`src/rtl/tbl_pkg.sv`:
```
// ============================================================================
// Token bucket limiter package
// Field widths, register indexes, request codes and the transaction types
// shared by the token bucket limiter and its serial multiplier.
// ============================================================================
package tbl_pkg;

    // Default values for the top-level parameters.
    localparam int unsigned DEF_TICKS_PER_SECOND = 1000000;
    localparam int unsigned DEF_TIME_WIDTH       = 48;
    localparam int unsigned DEF_TOKEN_WIDTH      = 32;

    // Fixed field widths of the transaction payloads.
    localparam int unsigned AMOUNT_W = 32;
    localparam int unsigned TS_W     = 48;
    localparam int unsigned WAIT_W   = 52;
    localparam int unsigned TOKENS_W = 32;

    // Configuration port.
    localparam int unsigned RATE_W     = 32;
    localparam int unsigned CFG_DATA_W = 32;
    localparam int unsigned CFG_IDX_W  = 2;

    localparam logic [CFG_IDX_W-1:0] REG_CAPACITY = 2'd0;
    localparam logic [CFG_IDX_W-1:0] REG_RATE     = 2'd1;

    // Request types.
    localparam logic REQ_CONSUME = 1'b0;
    localparam logic REQ_ADD     = 1'b1;

    // Saturation value of the reported wait.
    localparam logic [WAIT_W-1:0] WAIT_MAX = {WAIT_W{1'b1}};

    typedef struct packed {
        logic                req_type;
        logic [AMOUNT_W-1:0] amount;
        logic [TS_W-1:0]     timestamp_us;
    } in_item_t;

    typedef struct packed {
        logic                granted;
        logic [WAIT_W-1:0]   wait_ticks;
        logic [TOKENS_W-1:0] whole_tokens;
    } out_item_t;

endpackage

```
`src/rtl/tbl_serial_mul.sv`:
```
// ============================================================================
// Token bucket limiter refill multiplier
// Bit-serial shift-and-add product of the elapsed time and the refill rate,
// one rate bit per cycle from the top, always over all rate bits; the partial
// product is frozen as soon as it passes the room.
// ============================================================================
module tbl_serial_mul
    import tbl_pkg::*;
#(
    parameter int unsigned DIFF_W  = DEF_TIME_WIDTH,
    parameter int unsigned LEVEL_W = 52
)(
    input  logic               clk,
    input  logic               rst_n,
    input  logic               start,
    input  logic [DIFF_W-1:0]  diff,
    input  logic [RATE_W-1:0]  rate,
    input  logic [LEVEL_W-1:0] room,
    output logic               done,
    output logic               over,
    output logic [LEVEL_W-1:0] prod
);

    // The accumulator stays at or below the room until it overflows, so one
    // doubling plus one addend must fit.
    localparam int unsigned ACC_W = ((LEVEL_W + 1 > DIFF_W) ? LEVEL_W + 1 : DIFF_W) + 1;
    localparam int unsigned CNT_W = $clog2(RATE_W);

    logic               busy_reg, busy_next;
    logic               done_reg, done_next;
    logic               over_reg, over_next;
    logic [CNT_W-1:0]   cnt_reg, cnt_next;
    logic [RATE_W-1:0]  mult_reg, mult_next;
    logic [DIFF_W-1:0]  diff_reg, diff_next;
    logic [LEVEL_W-1:0] room_reg, room_next;
    logic [ACC_W-1:0]   acc_reg, acc_next;
    logic [ACC_W-1:0]   acc_step;

    // One step: double the partial product and add the time difference when
    // the current rate bit is set.
    assign acc_step = {acc_reg[ACC_W-2:0], 1'b0}
                    + (mult_reg[RATE_W-1] ? ACC_W'(diff_reg) : '0);

    always_comb
    begin
        busy_next = busy_reg;
        done_next = 1'b0;
        over_next = over_reg;
        cnt_next  = cnt_reg;
        mult_next = mult_reg;
        diff_next = diff_reg;
        room_next = room_reg;
        acc_next  = acc_reg;
        if (start)
        begin
            busy_next = 1'b1;
            over_next = 1'b0;
            cnt_next  = CNT_W'(RATE_W - 1);
            mult_next = rate;
            diff_next = diff;
            room_next = room;
            acc_next  = '0;
        end
        else if (busy_reg)
        begin
            mult_next = {mult_reg[RATE_W-2:0], 1'b0};
            if (!over_reg)
            begin
                acc_next = acc_step;
                if (acc_step > ACC_W'(room_reg))
                begin
                    over_next = 1'b1;
                end
            end
            if (cnt_reg == '0)
            begin
                busy_next = 1'b0;
                done_next = 1'b1;
            end
            else
            begin
                cnt_next = cnt_reg - 1'b1;
            end
        end
    end

    // Control state.
    always_ff @(posedge clk or negedge rst_n)
    begin
        if (!rst_n)
        begin
            busy_reg <= 1'b0;
            done_reg <= 1'b0;
            over_reg <= 1'b0;
        end
        else
        begin
            busy_reg <= busy_next;
            done_reg <= done_next;
            over_reg <= over_next;
        end
    end

    // Operand and accumulator shift registers.
    always_ff @(posedge clk)
    begin
        cnt_reg  <= cnt_next;
        mult_reg <= mult_next;
        diff_reg <= diff_next;
        room_reg <= room_next;
        acc_reg  <= acc_next;
    end

    assign done = done_reg;
    assign over = over_reg;
    assign prod = acc_reg[LEVEL_W-1:0];

endmodule

```
`src/rtl/tbl_serial_div.sv`:
```
// ============================================================================
// Token bucket limiter serial divider
// Restoring division, one quotient bit per cycle; the dividend register
// shifts left and collects the quotient bits as it empties.
// ============================================================================
module tbl_serial_div #(
    parameter int unsigned DIVIDEND_W = 52,
    parameter int unsigned DIVISOR_W  = 32
)(
    input  logic                  clk,
    input  logic                  rst_n,
    input  logic                  start,
    input  logic [DIVIDEND_W-1:0] dividend,
    input  logic [DIVISOR_W-1:0]  divisor,
    output logic                  done,
    output logic [DIVIDEND_W-1:0] quotient
);

    localparam int unsigned CNT_W = $clog2(DIVIDEND_W);

    logic                  busy_reg, busy_next;
    logic                  done_reg, done_next;
    logic [CNT_W-1:0]      cnt_reg, cnt_next;
    logic [DIVIDEND_W-1:0] work_reg, work_next;
    logic [DIVISOR_W-1:0]  rem_reg, rem_next;
    logic [DIVISOR_W-1:0]  divisor_reg, divisor_next;
    logic [DIVISOR_W:0]    trial;
    logic [DIVISOR_W:0]    trial_sub;
    logic                  fits;

    // Bring down the next dividend bit and try the subtraction.
    assign trial     = {rem_reg, work_reg[DIVIDEND_W-1]};
    assign trial_sub = trial - {1'b0, divisor_reg};
    assign fits      = trial >= {1'b0, divisor_reg};

    always_comb
    begin
        busy_next    = busy_reg;
        done_next    = 1'b0;
        cnt_next     = cnt_reg;
        work_next    = work_reg;
        rem_next     = rem_reg;
        divisor_next = divisor_reg;
        if (start)
        begin
            busy_next    = 1'b1;
            cnt_next     = CNT_W'(DIVIDEND_W - 1);
            work_next    = dividend;
            rem_next     = '0;
            divisor_next = divisor;
        end
        else if (busy_reg)
        begin
            work_next = {work_reg[DIVIDEND_W-2:0], fits};
            rem_next  = fits ? trial_sub[DIVISOR_W-1:0] : trial[DIVISOR_W-1:0];
            if (cnt_reg == '0)
            begin
                busy_next = 1'b0;
                done_next = 1'b1;
            end
            else
            begin
                cnt_next = cnt_reg - 1'b1;
            end
        end
    end

    // Control state.
    always_ff @(posedge clk or negedge rst_n)
    begin
        if (!rst_n)
        begin
            busy_reg <= 1'b0;
            done_reg <= 1'b0;
        end
        else
        begin
            busy_reg <= busy_next;
            done_reg <= done_next;
        end
    end

    // Working registers.
    always_ff @(posedge clk)
    begin
        cnt_reg     <= cnt_next;
        work_reg    <= work_next;
        rem_reg     <= rem_next;
        divisor_reg <= divisor_next;
    end

    assign done     = done_reg;
    assign quotient = work_reg;

endmodule

```
`src/rtl/token_bucket_limiter.sv`:
```
// ============================================================================
// Token bucket limiter
// Keeps the bucket level in ticks-scaled tokens, refills consume requests by
// rate times elapsed ticks, grants or refuses them and reports the wait.
// ============================================================================
//
//  Channel  Direction  Handshake            Payload
//  -------  ---------  -------------------  --------------------------------
//  in       sink       in_valid / in_stall  in_item  (in_item_t)
//  out      source     out_valid/out_stall  out_item (out_item_t)
//  cfg      sink       cfg_valid/cfg_ready  cfg_index, cfg_data
//
//  One request is processed at a time. A consume transaction passes through the
//  bit-serial refill multiplier, then the serial dividers, which produce the
//  wait and the whole-token count side by side. An add transaction skips the
//  multiplier and goes straight to the dividers.
//  Reset clears the configuration, marks the bucket unprimed and empties the
//  output register; no clearing pass is needed. A stalled result waits in the
//  output register while the next request is already accepted and worked on.
//
module token_bucket_limiter
    import tbl_pkg::*;
#(
    parameter int unsigned TICKS_PER_SECOND = DEF_TICKS_PER_SECOND,
    parameter int unsigned TIME_WIDTH       = DEF_TIME_WIDTH,
    parameter int unsigned TOKEN_WIDTH      = DEF_TOKEN_WIDTH
)(
    input  logic                  clk,
    input  logic                  rst_n,
    input  logic                  in_valid,
    output logic                  in_stall,
    input  in_item_t              in_item,
    output logic                  out_valid,
    input  logic                  out_stall,
    output out_item_t             out_item,
    input  logic                  cfg_valid,
    output logic                  cfg_ready,
    input  logic [CFG_IDX_W-1:0]  cfg_index,
    input  logic [CFG_DATA_W-1:0] cfg_data
);

    localparam int unsigned SCALE_W = $clog2(TICKS_PER_SECOND + 1);
    localparam int unsigned LEVEL_W = TOKEN_WIDTH + SCALE_W;
    localparam int unsigned TW      = (TIME_WIDTH < TS_W) ? TIME_WIDTH : TS_W;
    localparam int unsigned EXT_W   = (LEVEL_W > WAIT_W) ? LEVEL_W : WAIT_W;

    localparam logic [LEVEL_W-1:0] TPS_L = LEVEL_W'(TICKS_PER_SECOND);
    localparam logic [SCALE_W-1:0] TPS_S = SCALE_W'(TICKS_PER_SECOND);

    // Sequencer states.
    localparam logic [3:0] ST_IDLE   = 4'd0;
    localparam logic [3:0] ST_LOAD   = 4'd1;
    localparam logic [3:0] ST_PREP   = 4'd2;
    localparam logic [3:0] ST_MUL    = 4'd3;
    localparam logic [3:0] ST_UPDATE = 4'd4;
    localparam logic [3:0] ST_DECIDE = 4'd5;
    localparam logic [3:0] ST_DSTART = 4'd6;
    localparam logic [3:0] ST_DIV    = 4'd7;
    localparam logic [3:0] ST_DONE   = 4'd8;

    logic [3:0]             state_reg, state_next;
    logic                   primed_reg, primed_next;
    logic [LEVEL_W-1:0]     full_reg, full_next;
    logic [RATE_W-1:0]      rate_reg, rate_next;
    logic                   out_valid_reg, out_valid_next;
    out_item_t              out_item_reg, out_item_next;

    logic                   req_reg, req_next;
    logic [TOKEN_WIDTH-1:0] amount_reg, amount_next;
    logic [TW-1:0]          now_reg, now_next;
    logic [TW-1:0]          last_time_reg, last_time_next;
    logic [TW-1:0]          diff_reg, diff_next;
    logic [LEVEL_W-1:0]     need_reg, need_next;
    logic [LEVEL_W-1:0]     level_reg, level_next;
    logic                   below_full_reg, below_full_next;
    logic                   granted_reg, granted_next;
    logic                   refused_reg, refused_next;

    logic                   mul_start;
    logic                   mul_done;
    logic                   mul_over;
    logic [LEVEL_W-1:0]     mul_prod;
    logic [LEVEL_W-1:0]     room;

    logic                   div_start;
    logic                   wait_done;
    logic                   tok_done;
    logic [LEVEL_W-1:0]     wait_dividend;
    logic [LEVEL_W-1:0]     wait_quot;
    logic [LEVEL_W-1:0]     tok_quot;
    logic [EXT_W-1:0]       wait_ext;
    logic                   wait_sat;
    logic [LEVEL_W:0]       add_sum;

    // Free space in the bucket; only meaningful while the level is below full.
    assign room          = full_reg - level_reg;
    assign wait_dividend = need_reg - level_reg;
    assign add_sum       = {1'b0, level_reg} + {1'b0, need_reg};

    // Wait quotient saturated to the width of the result field.
    assign wait_ext = EXT_W'(wait_quot);
    assign wait_sat = (wait_ext >> WAIT_W) != '0;

    tbl_serial_mul #(
        .DIFF_W  (TW),
        .LEVEL_W (LEVEL_W)
    ) u_mul (
        .clk   (clk),
        .rst_n (rst_n),
        .start (mul_start),
        .diff  (diff_reg),
        .rate  (rate_reg),
        .room  (room),
        .done  (mul_done),
        .over  (mul_over),
        .prod  (mul_prod)
    );

    tbl_serial_div #(
        .DIVIDEND_W (LEVEL_W),
        .DIVISOR_W  (RATE_W)
    ) u_wait_div (
        .clk      (clk),
        .rst_n    (rst_n),
        .start    (div_start),
        .dividend (wait_dividend),
        .divisor  (rate_reg),
        .done     (wait_done),
        .quotient (wait_quot)
    );

    tbl_serial_div #(
        .DIVIDEND_W (LEVEL_W),
        .DIVISOR_W  (SCALE_W)
    ) u_tok_div (
        .clk      (clk),
        .rst_n    (rst_n),
        .start    (div_start),
        .dividend (level_reg),
        .divisor  (TPS_S),
        .done     (tok_done),
        .quotient (tok_quot)
    );

    // Sequencer, configuration writes and output register.
    always_comb
    begin
        state_next      = state_reg;
        primed_next     = primed_reg;
        full_next       = full_reg;
        rate_next       = rate_reg;
        out_valid_next  = out_valid_reg;
        out_item_next   = out_item_reg;
        req_next        = req_reg;
        amount_next     = amount_reg;
        now_next        = now_reg;
        last_time_next  = last_time_reg;
        diff_next       = diff_reg;
        need_next       = need_reg;
        level_next      = level_reg;
        below_full_next = below_full_reg;
        granted_next    = granted_reg;
        refused_next    = refused_reg;
        mul_start       = 1'b0;
        div_start       = 1'b0;

        // The full level is kept pre-scaled, so a capacity write multiplies.
        if (cfg_valid)
        begin
            unique case (cfg_index)
                REG_CAPACITY: full_next = LEVEL_W'(cfg_data[TOKEN_WIDTH-1:0]) * TPS_L;
                REG_RATE:     rate_next = cfg_data;
                default:      ;
            endcase
        end

        // The downstream side has taken the waiting result.
        if (out_valid_reg && !out_stall)
        begin
            out_valid_next = 1'b0;
        end

        unique case (state_reg)
            ST_IDLE:
            begin
                if (in_valid)
                begin
                    req_next    = in_item.req_type;
                    amount_next = in_item.amount[TOKEN_WIDTH-1:0];
                    now_next    = in_item.timestamp_us[TW-1:0];
                    state_next  = ST_LOAD;
                end
            end
            ST_LOAD:
            begin
                need_next    = LEVEL_W'(amount_reg) * TPS_L;
                diff_next    = (now_reg >= last_time_reg) ? now_reg - last_time_reg
                                                          : last_time_reg - now_reg;
                granted_next = 1'b0;
                refused_next = 1'b0;
                // The first request after reset finds the bucket full.
                if (!primed_reg)
                begin
                    level_next  = full_reg;
                    primed_next = 1'b1;
                end
                state_next = ST_PREP;
            end
            ST_PREP:
            begin
                if (req_reg == REQ_ADD)
                begin
                    level_next = (add_sum > {1'b0, full_reg}) ? full_reg
                                                              : add_sum[LEVEL_W-1:0];
                    state_next = ST_DSTART;
                end
                else
                begin
                    below_full_next = level_reg < full_reg;
                    mul_start       = 1'b1;
                    state_next      = ST_MUL;
                end
            end
            ST_MUL:
            begin
                if (mul_done)
                begin
                    state_next = ST_UPDATE;
                end
            end
            ST_UPDATE:
            begin
                // A full bucket, or a refill beyond the room, leaves it full.
                level_next     = (!below_full_reg || mul_over) ? full_reg
                                                               : level_reg + mul_prod;
                last_time_next = now_reg;
                state_next     = ST_DECIDE;
            end
            ST_DECIDE:
            begin
                if (need_reg <= level_reg)
                begin
                    level_next   = level_reg - need_reg;
                    granted_next = 1'b1;
                end
                else
                begin
                    refused_next = 1'b1;
                end
                state_next = ST_DSTART;
            end
            ST_DSTART:
            begin
                div_start  = 1'b1;
                state_next = ST_DIV;
            end
            ST_DIV:
            begin
                if (tok_done && wait_done)
                begin
                    state_next = ST_DONE;
                end
            end
            ST_DONE:
            begin
                if (!out_valid_reg || !out_stall)
                begin
                    out_item_next.granted      = granted_reg;
                    out_item_next.whole_tokens = TOKENS_W'(tok_quot[TOKEN_WIDTH-1:0]);
                    if (!refused_reg)
                    begin
                        out_item_next.wait_ticks = '0;
                    end
                    else if (rate_reg == '0 || wait_sat)
                    begin
                        out_item_next.wait_ticks = WAIT_MAX;
                    end
                    else
                    begin
                        out_item_next.wait_ticks = wait_ext[WAIT_W-1:0];
                    end
                    out_valid_next = 1'b1;
                    state_next     = ST_IDLE;
                end
            end
            default:
            begin
                state_next = ST_IDLE;
            end
        endcase
    end

    // Control and configuration state.
    always_ff @(posedge clk or negedge rst_n)
    begin
        if (!rst_n)
        begin
            state_reg     <= ST_IDLE;
            primed_reg    <= 1'b0;
            full_reg      <= '0;
            rate_reg      <= '0;
            out_valid_reg <= 1'b0;
        end
        else
        begin
            state_reg     <= state_next;
            primed_reg    <= primed_next;
            full_reg      <= full_next;
            rate_reg      <= rate_next;
            out_valid_reg <= out_valid_next;
        end
    end

    // Request, bucket and result registers.
    always_ff @(posedge clk)
    begin
        out_item_reg   <= out_item_next;
        req_reg        <= req_next;
        amount_reg     <= amount_next;
        now_reg        <= now_next;
        last_time_reg  <= last_time_next;
        diff_reg       <= diff_next;
        need_reg       <= need_next;
        level_reg      <= level_next;
        below_full_reg <= below_full_next;
        granted_reg    <= granted_next;
        refused_reg    <= refused_next;
    end

    assign in_stall  = (state_reg != ST_IDLE);
    assign out_valid = out_valid_reg;
    assign out_item  = out_item_reg;
    assign cfg_ready = 1'b1;

endmodule
```
`config.mk`:
```
export PLATFORM = sky130hd
export DESIGN_NAME = token_bucket_limiter
export DESIGN_NICKNAME = d
export VERILOG_FILES = /design/src/rtl/tbl_pkg.sv /design/src/rtl/tbl_serial_mul.sv /design/src/rtl/tbl_serial_div.sv /design/src/rtl/token_bucket_limiter.sv
export SDC_FILE = /design/constraint.sdc
export NUM_CORES = 2
export LEC_CHECK = 0
export BUFFER_PORTS_ARGS = -buffer_cell sky130_fd_sc_hd__buf_2
export CORE_MARGIN = 1
export CORE_UTILIZATION = 55
export CTS_CLUSTER_SIZE = 14
export DETAILED_ROUTE_END_ITERATION = 8
export GPL_TIMING_DRIVEN = 0
export PLACE_DENSITY = 0.84
export SLEW_MARGIN = 0
export SYNTH_ARGS = -nofsm -noshare
export SYNTH_HDL_FRONTEND = slang
export SYNTH_SLANG_ARGS = --single-unit
```
`constraint.sdc`:
```
create_clock -name clk -period 6.8 [get_ports clk]
set_input_delay 1.02 -clock clk [delete_from_list [all_inputs] [get_ports clk]]
set_output_delay 1.02 -clock clk [all_outputs]
set_load 0.01 [all_outputs]
```
==> metrics <==
drt via density 6.13; Initial Util 55.8%; crit path max fanout 10; Max Cap Viol 0; FFs w/ async S/R, synth 10.8%; Synth Flop Type edfxtp_1; CTS tree built; total global routing overflow 0; antenna violations before repair 6; commonest non-fill, non-tap cells in the layout 831 x inv_1, 815 x ha_1, 713 x a21oi_1; count of different cell masters after synthesis 96; min Tclk post-route 6.64 ns; Die W 357 microns; placed instance area 0.0728 sq mm; Min-Delay Path Class in -> async; placed insts 9290; Worst setup SP type flop; Final Cell Area 0.0765 sq mm; drt drc 0; Post-synth EDFFs 631; DP HPWL 182000 microns; max incr delay on CP 0.57 ns; Final nets 9007; post-synth top area cell edfxtp_1; Vias 58300; first-pass iteration count of the detailed router 6; pwr/cell area 335 mW/mm^2; largest cells by area after synthesis edfxtp_1 27%, ha_1 15%, fa_1 8.0%, a21oi_1 5.2%, inv_1 4.5%; final-report hold violation count 0; Total GRT Usage 34.5%; first-pass GRT wire length 333000 microns; Max Transition Viols Final 0; Area growth syn-to-layout 10.3%; Sink Count 844; setup violators final 0; unrepaired setup endpoints after global routing true; register area share after synthesis 34.1%; CP dominant cell by count a21o_1; Slew headroom 7.67%; I/O Buffers 206; cts hold-fix bufs 0; net count after synthesis 8654; Final Cycle Share 97.7%; Die Ht 357 microns; Die ar. 0.128 sq mm; layout cells sized above 1 7.47%; DR WL/cell 23.5 microns; Fill cells 10200; YS warnings 0; drt first-iter violations 6674; Ports 208; measured slew at the worst slew-check pin 1.37 ns; critical path required time 7.26 ns; Num CTS Buffers 90; commonest non-fill, non-tap cell in the layout inv_1; CP max stage cell edfxtp_1; Worst-Skew Late Latency 0.73 ns; Max IR drop VDD 0.494 mV; Max Freq 151 MHz; post-route antenna net violation count 0; CTS clk-pin slew, worst paths 0.07 ns; Final Skew 0.0393 ns; H-tree depth 3; WL final 223000 microns; footprint of the multi-input gates 0.0419 sq mm; CTS max path bufs 3; outcome finished clean; top-area cell type share of the netlist area 27.3%; Site Rows 129; Yosys reg bits 844; Critical Path AT 7.10 ns; cell leakage power 0.0343 uW; register area 0.0237 sq mm; Clock Tree Root clkbuf_16; GP Congestion 1.05; pin count of the biggest net entering global routing 64; cells after synthesis 7438; Core ar. 0.124 sq mm; vias in the first global route 55800; Crit Path Category reg -> reg; Mapped Area 0.0694 sq mm; Non-Filler Instances 9509; Critical Path Sink Type flop; Mapped Avg Cell Area 9.33 sq um; number of flip-flops in the largest register 85
==> metal layers <==
layer  global-route usage (%)  share of wire, %
met4                     13.5               4.5
met1                     48.5                43
met5                        0             0.014
met2                     52.7                43
met3                     6.09               9.1
==> kinds of logic (layout without fill, tap and decap cells) <==
kind of cell / count (synthesis) / in the layout / share of synthesized area, %
muxes: 48 / 48 / 0.716
adders and majority gates: 1096 / 1096 / 22.8
and+or+nand+nor: 1738 / 1738 / 11.4
other: 1 / 5 / 0.00540
AOI/OAI and AO/OA: 2139 / 2139 / 19.2
xor gates and xnor gates: 448 / 448 / 5.65
DFF: 844 / 844 / 34.1
buffers and inverters: 1124 / 1554 / 6.14
==> Yosys cell counts, types with 14 or more instances <==
master    instances
a211oi_1         51
or2_2            16
nor4_1           30
nor2b_1          52
fa_1            277
dfrtp_1          91
nand2b_1         56
o21ai_1          28
clkbuf_1        225
dfxtp_1         122
ha_1            819
edfxtp_1        631
o21ai_0         500
buf_1            21
o21a_1           99
a211o_1          14
a221o_1          17
xor2_1          128
buf_2            24
a21oi_1         717
or3_1            23
nor3_1          107
o211ai_1         30
o21bai_1        127
nand4_1          90
a221oi_1         38
a21o_1          247
inv_1           840
and3_1           43
and2_1           66
nor2_1          405
xnor2_1         320
mux2i_1          35
nand3_1         102
nand2_1         702
a31oi_1          55
o31ai_1          32
==> worst max-delay path, delay by kind of cell (launching register included) <==
| family | cells | cell delay, ns |
|---|---|---|
| AOI/OAI and AO/OA | 15 | 3.33 |
| adders and majority gates | 3 | 0.97 |
| and+or+nand+nor | 6 | 1.01 |
| buffers and inverters | 2 | 0.21 |
| xor gates and xnor gates | 1 | 0.28 |
| DFF | 1 | 0.57 |
==> final cells by class <==
type	count	area share, %
Multi-Input combinational cell	5470	54.7
Sequential cell	844	30.9
Inverter	851	4.19
Clock buffer	112	3.19
Tap cell	1637	2.68
Timing Repair Buffer	263	2.19
Buffer	271	1.42
Clock inverter	57	0.721
Antenna cell	4	0.0131
==> power breakdown <==
group	total, uW	leakage (uW)	internal [uW]	switching, uW
Sequential	7780	0.00787	6600	1180
Combinational	12900	0.0250	5290	7620
Clock	4990	0.00144	2780	2210
Total	25700	0.0343	14700	11000
==> metrics by stage <==
step	setup TNS [ns]	power, uW	hold WS, ns	util [%]	worst slack, ns
global placement	-253.99	19800	0.400	58.3	-1.52
CTS	0	25300	0.365	61.1	0.00574
floorplan	0	16700	0.400	-	0.000343
detailed placement	-56.33	20100	0.405	58.5	-1.29
global route	-0.218	27300	0.393	61.5	-0.115
finish	0	25700	0.370	61.5	0.159
==> what timing repair did <==
action / 4_1_cts / 5_1_grt
pin swaps: 3 / 15
endpoints found under the setup margin: 57 / 71
gates resized for setup: 21 / 66
gates cloned: 0 / 0
setup buffers: 21 / 27
==> final timing paths <==
| kind | startpoint | end | slack, ns | cells past startpoint |
|---|---|---|---|---|
| max | need_reg[6] | level_reg[51] | 0.16 | 27 |
| min | rst_n | u_tok_div.done | 0.37 | 1 |
| max reg2reg | need_reg[6] | level_reg[51] | 0.16 | 27 |
| min reg2reg | diff_reg[38] | u_mul.diff_reg[38] | 0.40 | 0 |
| max in group asynchronous | rst_n | u_mul.over | 5.67 | 2 |
| min in group clk | diff_reg[38] | u_mul.diff_reg[38] | 0.40 | 0 |
No activity file was read; power rests on OpenSTA's default activity.
